--- src/rtl/lfbd_pkg.sv ---
package lfbd_pkg;

   // parser phase: flag byte, code byte, second byte of a pointer
   typedef enum logic [1:0] {
      PH_FLAG = 2'd0,
      PH_CODE = 2'd1,
      PH_LOW  = 2'd2
   } phase_type;

   // work handed from the parser to the executor
   typedef enum logic [1:0] {
      CMD_LIT  = 2'd0,
      CMD_COPY = 2'd1,
      CMD_END  = 2'd2
   } cmd_kind_type;

   typedef struct packed {
      cmd_kind_type kind;
      logic [7:0]   lit;
      logic [11:0]  offset;
      logic [3:0]   cnt;
   } cmd_type;

   // executor sequence
   typedef enum logic [1:0] {
      BK_IDLE  = 2'd0,
      BK_FETCH = 2'd1,
      BK_COPY  = 2'd2
   } back_state_type;

   // a pointer count of zero closes the stream
   localparam logic [3:0] CNT_END = 4'h0;
   // index of the last code in a flag group
   localparam logic [2:0] GROUP_LAST = 3'd7;

endpackage

--- src/rtl/lfbd_front.sv ---
module lfbd_front
   import lfbd_pkg::*;
(
   input  logic       clock,
   input  logic       reset,
   input  logic       req_valid,
   input  logic       req_stall,
   input  logic [7:0] req_in_byte,
   output logic       push,
   output cmd_type    push_cmd
);

   phase_type  phase_ff, phase_in;
   logic [7:0] flag_ff, flag_in;
   logic [2:0] count_ff, count_in;
   logic [7:0] high_ff, high_in;
   logic       accept;

   assign accept = req_valid && !req_stall;

   // parser state
   always_ff @(posedge clock) begin
      if (reset) begin
         phase_ff <= PH_FLAG;
         flag_ff  <= '0;
         count_ff <= '0;
         high_ff  <= '0;
      end else begin
         phase_ff <= phase_in;
         flag_ff  <= flag_in;
         count_ff <= count_in;
         high_ff  <= high_in;
      end
   end

   // classify each request and issue a command where it leads to output
   always_comb begin
      phase_in        = phase_ff;
      flag_in         = flag_ff;
      count_in        = count_ff;
      high_in         = high_ff;
      push            = 1'b0;
      push_cmd.kind   = CMD_LIT;
      push_cmd.lit    = req_in_byte;
      push_cmd.offset = {high_ff, req_in_byte[7:4]};
      push_cmd.cnt    = req_in_byte[3:0];
      case (phase_ff)
         PH_CODE: begin
            if (accept) begin
               if (flag_ff[0]) begin
                  high_in  = req_in_byte;
                  phase_in = PH_LOW;
               end else begin
                  push          = 1'b1;
                  push_cmd.kind = CMD_LIT;
                  flag_in       = flag_ff >> 1;
                  count_in      = count_ff + 3'd1;
                  phase_in      = (count_ff == GROUP_LAST) ? PH_FLAG : PH_CODE;
               end
            end
         end
         PH_LOW: begin
            if (accept) begin
               push = 1'b1;
               if (req_in_byte[3:0] == CNT_END) begin
                  push_cmd.kind = CMD_END;
                  flag_in       = '0;
                  count_in      = '0;
                  phase_in      = PH_FLAG;
               end else begin
                  push_cmd.kind = CMD_COPY;
                  flag_in       = flag_ff >> 1;
                  count_in      = count_ff + 3'd1;
                  phase_in      = (count_ff == GROUP_LAST) ? PH_FLAG : PH_CODE;
               end
            end
         end
         default: begin
            // flag byte, also the unused phase code
            if (accept) begin
               flag_in  = req_in_byte;
               count_in = '0;
               phase_in = PH_CODE;
            end
         end
      endcase
   end

endmodule

--- config.mk ---
export PLATFORM = sky130hd
export DESIGN_NAME = lfbd_front
export DESIGN_NICKNAME = d
export VERILOG_FILES = /design/src/rtl/lfbd_pkg.sv /design/src/rtl/lfbd_front.sv
export SDC_FILE = /design/constraint.sdc
export NUM_CORES = 1
export LEC_CHECK = 0
export BUFFER_PORTS_ARGS = -buffer_cell sky130_fd_sc_hd__buf_2
export CORE_MARGIN = 2
export CORE_UTILIZATION = 35
export CTS_CLUSTER_SIZE = 12
export DETAILED_ROUTE_END_ITERATION = 8
export SLEW_MARGIN = 20
export SYNTH_ARGS = -nofsm -noshare
export SYNTH_HDL_FRONTEND = slang
export SYNTH_SLANG_ARGS = --single-unit
export TNS_END_PERCENT = 5
--- constraint.sdc ---
create_clock -name clock -period 2.5 [get_ports clock]
set_clock_uncertainty 0.15 [all_clocks]
set_input_delay 0.5 -clock clock [delete_from_list [all_inputs] [get_ports clock]]
set_output_delay 0.5 -clock clock [all_outputs]
set_load 0.01 [all_outputs]
==> out/results.ini <==
[clock_tree]
cts_tree=done
cts_htree_levels=1
post_cts_buffers=0
cts_buffer_depth=2
ctsHoldBuffers=0
cts_root_buffer=clkbuf_4
clk_pin_slew_ns=0.12
post_cts_resized=0
numCtsBuffers=3
cts_sinks=21
insertion_delay_ns=0.30

[yosys]
synth.distinct_cells=32
synth_compound_area_share_pct=22.19
synth_edf_count=0
synth-xor-area-share_pct=0
synth-simple-area-share_pct=15.41
synth_cells=135
synth_area_leaders=dfxtp_1, buf_4, a21oi_1
post-synth-top-area-fraction_pct=36.72
synth_top_family_by_area=compound AO/OA/AOI/OAI gates
synthFlopType=dfxtp_1
synthArstFlopShare_pct=0
syn_avg_cell_area_um2=8.480
yosys-mux-area-fraction_pct=5.246
ys_ff_latch=21
seq_area_frac_synth_pct=36.72
synthAdderAreaFrac_pct=4.372
mappedNetlistNets=151
yosysWarnings=0
synth.cell_area_um2=1145
synth_top_cell_by_area=dfxtp_1

[hold_path]
hold_class=in2reg
min_from=req_in_byte[6]
whs_endpoint=high_ff[6]$_SDFFE_PP0P_
hold_path_depth=3

[route]
via_count=993
routed_wirelength_um=2605
first_pass_iters=4
drtAntennaViolNets=0
wl_per_cell_um=13.09
drt_iter0_drc=23
via_per_inst=4.990
drc_errors=0

[global_route]
antenna_found_initial=0
grt_start_max_net_pins=18
track_usage_pct=14.94
grt_pass1_wl_um=4229
grt_pass1_vias=961
grt_overflow=0

[timing]
rsz0062_at_grt=no
finalCritPeriodShare_pct=87.30
tightest_slew_ns=0.5535
slew_violations=0
hold_violations=0
setup_tns_ns=0
setup_viol=0
relSlewSlack_pct=62.96
worst_slack_ns=0.3174
fmax_mhz=458.2
fin_crit_ns=2.183

[power]
vdd_drop_max_v=0.0001779
p_per_area_nw_per_um2=483.8
p_leak_nw=0.5666

[setup_path]
worstSetupStartpointType=flop
r2r_cells=6
arrival_ns=1.53
reg2reg_slack_ns=0.50
path_class=reg2out
rr_endpoint=phase_ff[0]$_SDFFE_PP0N_
crit_required_ns=1.85
crit_path_max_fanout=9
worst_setup_path_end_kind=output port
rr_startpoint=phase_ff[0]$_SDFFE_PP0N_

[status]
status=complete, no violations

[floorplanning]
initial_core_util_pct=37.20
core-area_um2=3078
die-area_um2=3744
die_h_um=61.19
die_w_um=61.19
rows=20
pin_count=39

[run]
maxCapViolCount=0

[layout]
layout-drive-gt1-share_pct=29.68
final_nets=172
antennaDiodeCount=0
fillers=333
syn_to_final_growth_pct=11.37

[placed_design]
routabilityCongestion=0.7887
io_buffer_count=38
dp_hpwl_um=1973
place_ws_ns=0.3323

-- layout by cell type, fill, tap and decap left out, types with 2 or more instances in the layout --
cell type  count
nor2_1         5
clkbuf_4       3
o21ai_0        3
buf_4          2
buf_2         38
mux2i_1        6
nand2_1       17
inv_1          7
and3_1         2
a21oi_1       19
o32ai_1        2
dfxtp_1       21
nand4_1        2
a2111oi_0      2
a211oi_1       6
ha_1           4
-- how the worst max path moves through the flow --
stage                        startpoint      endpoint  slack (ns)  cells after the start
4_1_cts        phase_ff[0]$_SDFFE_PP0N_          push        0.29                      4
5_1_grt        phase_ff[1]$_SDFFE_PP0N_          push        0.19                      5
6_report       phase_ff[0]$_SDFFE_PP0N_          push        0.32                      4
2_1_floorplan  phase_ff[0]$_SDFFE_PP0N_          push        0.56                      5
3_3_place_gp             req_in_byte[0]  push_cmd[24]        0.33                      4
3_5_place_dp             req_in_byte[0]  push_cmd[24]        0.33                      4
-- synthesized netlist by cell type, types with 2 or more instances --
master     instances
a2111oi_0          2
a211oi_1           6
a21oi_1           19
and3_1             2
buf_2              6
buf_4             16
dfxtp_1           21
ha_1               4
inv_1              7
mux2i_1            6
nand2_1           17
nand4_1            2
nor2_1             5
o21ai_0            3
o32ai_1            2
-- layout make-up --
class	count	area, um2	area share, %
clock buffer	3	22.52	1.766
clock inverter	1	5.005	0.3925
inverter	7	26.28	2.061
multi-input combinational	83	540.5	42.39
sequential	21	420.4	32.97
tap	44	55.05	4.318
timing repair buffer	40	205.2	16.09
-- metal layers --
metal	global-route usage [%]	routed length [um]
met1	19.72	1180
met2	24.47	1248
met3	3.151	162
met4	4.658	13
met5	0	0
-- stage by stage --
stage | instance area (um2) | util [%] | cells | power [mW] | hold slack (ns)
finish | 1275 | 41.42 | 199 | 0.6168 | 0.3029
global route | 1275 | 41.42 | 199 | 0.6514 | 0.2995
CTS | 1275 | 41.42 | 199 | 0.6242 | 0.2917
detailed placement | 1247 | 40.53 | 195 | 0.4612 | 0.2945
global placement | 1247 | 40.53 | 195 | 0.4594 | 0.2878
floorplan | 1145 | - | 135 | 0.4367 | 0.2990
-- state kept, by name (all words and copies together) (netlist names) --
name	cells
flag_ff	8
high_ff	8
count_ff	3
phase_ff	2
-- report_power, final --
group          internal [mW]  switching, mW
sequential             0.345        0.00615
combinational         0.0394         0.0627
clock                 0.0596          0.104
-- worst max-delay path: stages (launching register included) --
cell and delay, ns:
dfxtp_1 0.35, inv_1 0.06, ha_1 0.45, nor3_1 0.22, buf_2 0.15
-- logic make-up (layout without fill, tap and decap cells) --
group | after synthesis | in the layout
DFF | 21 | 21
adders and majority gates | 4 | 4
and+or+nand+nor | 36 | 36
AOI/OAI and AO/OA | 37 | 37
buffers and inverters | 31 | 51
muxes | 6 | 6
Power figures use the tool's default switching activity.
