File: src/rtl/lfbd_pkg.sv
package lfbd_pkg;

   // parser phase: flag byte, code byte, second byte of a pointer
   typedef enum logic [1:0] {
      PH_FLAG = 2'd0,
      PH_CODE = 2'd1,
      PH_LOW  = 2'd2
   } phase_type;

   // work handed from the parser to the executor
   typedef enum logic [1:0] {
      CMD_LIT  = 2'd0,
      CMD_COPY = 2'd1,
      CMD_END  = 2'd2
   } cmd_kind_type;

   typedef struct packed {
      cmd_kind_type kind;
      logic [7:0]   lit;
      logic [11:0]  offset;
      logic [3:0]   cnt;
   } cmd_type;

   // executor sequence
   typedef enum logic [1:0] {
      BK_IDLE  = 2'd0,
      BK_FETCH = 2'd1,
      BK_COPY  = 2'd2
   } back_state_type;

   // a pointer count of zero closes the stream
   localparam logic [3:0] CNT_END = 4'h0;
   // index of the last code in a flag group
   localparam logic [2:0] GROUP_LAST = 3'd7;

endpackage

File: src/rtl/lfbd_queue.sv
module lfbd_queue
   import lfbd_pkg::*;
(
   input  logic    clock,
   input  logic    reset,
   input  logic    push,
   input  cmd_type push_cmd,
   input  logic    pop,
   output logic    full,
   output logic    pop_valid,
   output cmd_type pop_cmd
);

   cmd_type    entries_ff [2];
   logic       wr_ptr_ff, wr_ptr_in;
   logic       rd_ptr_ff, rd_ptr_in;
   logic [1:0] count_ff, count_in;
   logic       do_push, do_pop;

   assign full      = (count_ff == 2'd2);
   assign pop_valid = (count_ff != 2'd0);
   assign pop_cmd   = entries_ff[rd_ptr_ff];
   assign do_push   = push && !full;
   assign do_pop    = pop && pop_valid;

   // pointer and fill bookkeeping
   always_comb begin
      wr_ptr_in = do_push ? !wr_ptr_ff : wr_ptr_ff;
      rd_ptr_in = do_pop ? !rd_ptr_ff : rd_ptr_ff;
      count_in  = count_ff;
      if (do_push && !do_pop) begin
         count_in = count_ff + 2'd1;
      end else if (do_pop && !do_push) begin
         count_in = count_ff - 2'd1;
      end
   end

   always_ff @(posedge clock) begin
      if (reset) begin
         wr_ptr_ff <= 1'b0;
         rd_ptr_ff <= 1'b0;
         count_ff  <= '0;
      end else begin
         wr_ptr_ff <= wr_ptr_in;
         rd_ptr_ff <= rd_ptr_in;
         count_ff  <= count_in;
      end
   end

   // entry storage
   always_ff @(posedge clock) begin
      if (do_push) begin
         entries_ff[wr_ptr_ff] <= push_cmd;
      end
   end

endmodule

File: config.mk
export PLATFORM = sky130hd
export DESIGN_NAME = lfbd_queue
export DESIGN_NICKNAME = d
export VERILOG_FILES = /design/src/rtl/lfbd_pkg.sv /design/src/rtl/lfbd_queue.sv
export SDC_FILE = /design/constraint.sdc
export NUM_CORES = 1
export LEC_CHECK = 0
export BUFFER_PORTS_ARGS = -buffer_cell sky130_fd_sc_hd__clkbuf_2
export CAP_MARGIN = 15
export CORE_ASPECT_RATIO = 1.75
export CORE_MARGIN = 3
export CORE_UTILIZATION = 51
export DETAILED_ROUTE_END_ITERATION = 16
export PLACE_DENSITY = 0.78
export SLEW_MARGIN = 20
export SYNTH_ARGS = -nofsm -noshare
export SYNTH_HDL_FRONTEND = slang
export SYNTH_SLANG_ARGS = --single-unit
File: constraint.sdc
create_clock -name clock -period 2.1 [get_ports clock]
set_clock_uncertainty 0.15 [all_clocks]
set_input_delay 0.105 -clock clock [delete_from_list [all_inputs] [get_ports clock]]
set_output_delay 0.105 -clock clock [all_outputs]
set_load 0.01 [all_outputs]
==> flow_summary.rst <==
.. list-table::
   :header-rows: 1

   * - Metric
     - Value
   * - Worst min-delay path category
     - in2reg
   * - Result of the run
     - finished clean
   * - Hold-fix buffer count after cts
     - 27
   * - Origin of the worst min-delay path
     - push
   * - Area post-placement
     - 2440 µm²
   * - Critical path's slowest cell
     - or3_1
   * - DRC violations left
     - 0
   * - Final Routed Wirelength
     - 3720 µm
   * - Count of final hold-check violations
     - 0
   * - Mapped cell area
     - 2090 µm²
   * - FFs w/ async S/R, synth
     - 0%
   * - Min Tclk post-route
     - about 1.8 ns
   * - Row count
     - 30
   * - Layout Area Growth over Synthesis
     - 37.6%
   * - Reg2Reg Launch Point
     - count_ff[0]
   * - Clock transition at the registers of the reported paths
     - around 0.050 ns
   * - Via count of the first global-routing pass
     - 1339
   * - Synthesized flop and latch total
     - 57
   * - Mean post-synth cell area
     - 19.8 µm²
   * - Synth Warn #
     - 0
   * - Top cells by instance count after synthesis
     - 52 x edfxtp_1, 26 x mux2_2, 5 x dfxtp_1
   * - Post-Route Setup TNS
     - 0 ns
   * - Share of final-layout standard cells stronger than drive strength 1
     - between 40% and 50%
   * - Final core utilization
     - roughly three quarters
   * - Per-cell routed wire length
     - between 10 and 15 µm
   * - Aggregate global-route resource usage
     - between 10% and 20%
   * - Number of antenna violations at the first check in global routing
     - 0
   * - Die outline height
     - 90.8 µm
   * - Diode insertion count for antenna repair
     - 0
   * - Area of the die
     - about 5000 µm²
   * - Half-perimeter wire length after detailed placement
     - 2490 µm
   * - End of the worst register-to-register path
     - count_ff[1]
   * - Static leakage
     - 1.13 nW
   * - Sequential-to-total area share from yosys stat
     - 79.3%
   * - Final period util
     - 83.8%
   * - Ordered list of cells on the worst path
     - o21ai_0 > ha_1 > or3_1 > a21oi_1
   * - Library cell with the highest instance count after synthesis
     - edfxtp_1
   * - Type of origin of the critical path
     - flop
   * - Num Clock Sinks
     - 57
   * - Max clock buf depth
     - 2
   * - Count of mapped cells out of synthesis
     - roughly 110
   * - Worst hold path depth
     - 4
   * - Top area cells in the synthesized netlist
     - edfxtp_1 75%, mux2_2 14%, dfxtp_1 4.8%
   * - Worst voltage drop across the vdd grid
     - 1.08 mV
   * - Most frequently used flop master after synthesis
     - edfxtp_1
   * - Number of flops mapped to enable cells by yosys
     - 52
   * - Net count, final
     - roughly 230
   * - R2R Setup Slk
     - 0.34 ns
   * - Initial DRT Pass Iterations
     - 4
   * - Unrepaired setup endpoints after global routing
     - false
   * - Area of the placeable core
     - 3900 µm²
   * - Number of buffers added by the clock tree synthesis step
     - 9
   * - Total congestion overflow after global routing
     - 0
   * - CTS HTree Levels
     - 3
   * - Number of cells on the worst reg-to-reg path
     - 4
   * - Area fraction of the dominant cell type after synthesis
     - 74.6%
   * - First-pass GRT wire length
     - approximately 5800 µm
   * - Max incr delay on CP
     - 0.39 ns
   * - Worst Hold Slack
     - 0.0672 ns
   * - Root cell of the clock tree
     - clkbuf_8
   * - Number of vias after detailed routing
     - 1233
   * - Synth area leader
     - edfxtp_1
   * - Max-slew headroom
     - between 70% and 80%
   * - Count of final max-slew check failures
     - 0
   * - Worst path buffer plus inverter count
     - 0
   * - Critical path required time
     - 2.19 ns
   * - Post-layout power
     - 0.00320 W
   * - Count of input and output buffers
     - 57
   * - Count of buffers added by post-CTS timing repair for setup
     - 0
   * - Setup violations, final
     - 0
   * - DIE WIDTH
     - ~54 µm
   * - End point of the worst hold path
     - wr_ptr_ff
   * - CTS tree
     - done
   * - Starting Density
     - 53.7%
   * - Maximum fanout count along the critical path
     - 5
   * - P per Cell Area
     - 1110 nW/µm²
   * - Critical path data arrival time
     - 1.85 ns
   * - Number of fill cells in the layout
     - between 200 and 300
   * - Family with the most delay on the worst path
     - compound AO/OA/AOI/OAI gates
   * - DRT iter0 DRCs
     - 26
   * - Worst-skew pair later-pin latency
     - just over 0.3 ns
   * - Critical setup path kind
     - reg2reg
   * - Post-cts sizing count
     - 0
   * - Final standard cell area without fillers
     - 2880 µm²
   * - Worst setup EP type
     - flop
   * - Post-synthesis net count
     - 137
   * - Final ANT Viol Nets
     - 0
   * - Max-Cap Viols
     - 0
   * - Achievable Freq
     - 0.568 GHz
   * - Tightest Pin Transition
     - 0.350 ns
   * - Final weighted congestion in routability-driven placement
     - ~0.66
   * - Top-Level Pins
     - 58
   * - Average via count per standard cell
     - 4.85
   * - Number of library cell types mapped by synthesis
     - 15
   * - Maximum number of pins on one net before global-route repair
     - 27
[metal layers]
layer | part of all wire [%] | up-vias | track usage, %
met1 | 36 | 578 | 16.6
met4 | 2.6 | 0 | 9.56
li1 | - | 598 | -
met3 | 5.6 | 15 | 6.12
met5 | 0 | - | 0
met2 | 56 | 42 | 28.1
[placed cells by master (no fill, tap or decap)]
master	n
ha_1	1
clkbuf_1	5
and2_1	1
buf_4	3
dfxtp_1	5
clkbuf_2	57
xor2_1	3
inv_1	2
nor2_1	4
edfxtp_1	52
o21ai_0	3
clkbuf_8	11
mux2_2	26
or2_2	1
or3_1	2
a21oi_1	2
nor2b_2	1
dlygate4sd3_1	27
[flip-flops by register name, summed over array words and instances, names as in the netlist, named ones only]
signal	count
count_ff	2
entries_ff	52
wr_ptr_ff	1
rd_ptr_ff	1
[kinds of logic (layout without fill, tap and decap cells)]
family	Yosys count	in the layout	synth area share [%]
buf+inv	5	105	1.31
flops	57	57	79.3
mux	26	26	14.0
xor+xnor	3	3	1.25
compound gates	5	5	1.19
fa+ha+maj	1	1	0.597
simple gates	9	9	2.33
[worst min-delay path, stage by stage]
cell	delay (ns)
clkbuf_2	0.08
inv_1	0.05
o21ai_0	0.17
a21oi_1	0.07
[worst max-delay path by stage]
stage	end	from	cells past startpoint
after global routing	entries_ff[0][20]	count_ff[0]	4
final	count_ff[1]	count_ff[0]	4
after floorplan	entries_ff[0][0]	count_ff[1]	3
after CTS	entries_ff[0][8]	count_ff[0]	4
after detailed placement	entries_ff[0][22]	count_ff[0]	4
after global placement	entries_ff[0][12]	count_ff[1]	4
[stage by stage]
stage          worst slack, ns  cells
6_report                 0.341    254
5_1_grt                  0.262    254
3_5_place_dp             0.343    211
4_1_cts                  0.333    254
2_1_floorplan            0.227    106
3_3_place_gp             0.455    211
[final cells by class]
cell class	instances	area [µm²]	area share [%]
sequential	57	1660	57.6
timing repair buffer	87	578	20.1
multi-input combinational	44	405	14.1
clock buffer	16	170	5.90
tap	48	60.1	2.08
inverter	2	7.51	0.260
[power breakdown]
group          internal (W)  switching [W]
combinational      0.000418       0.000451
sequential          0.00143      0.0000540
clock              0.000495       0.000352
total               0.00235       0.000857
Power figures use the tool's default switching activity.
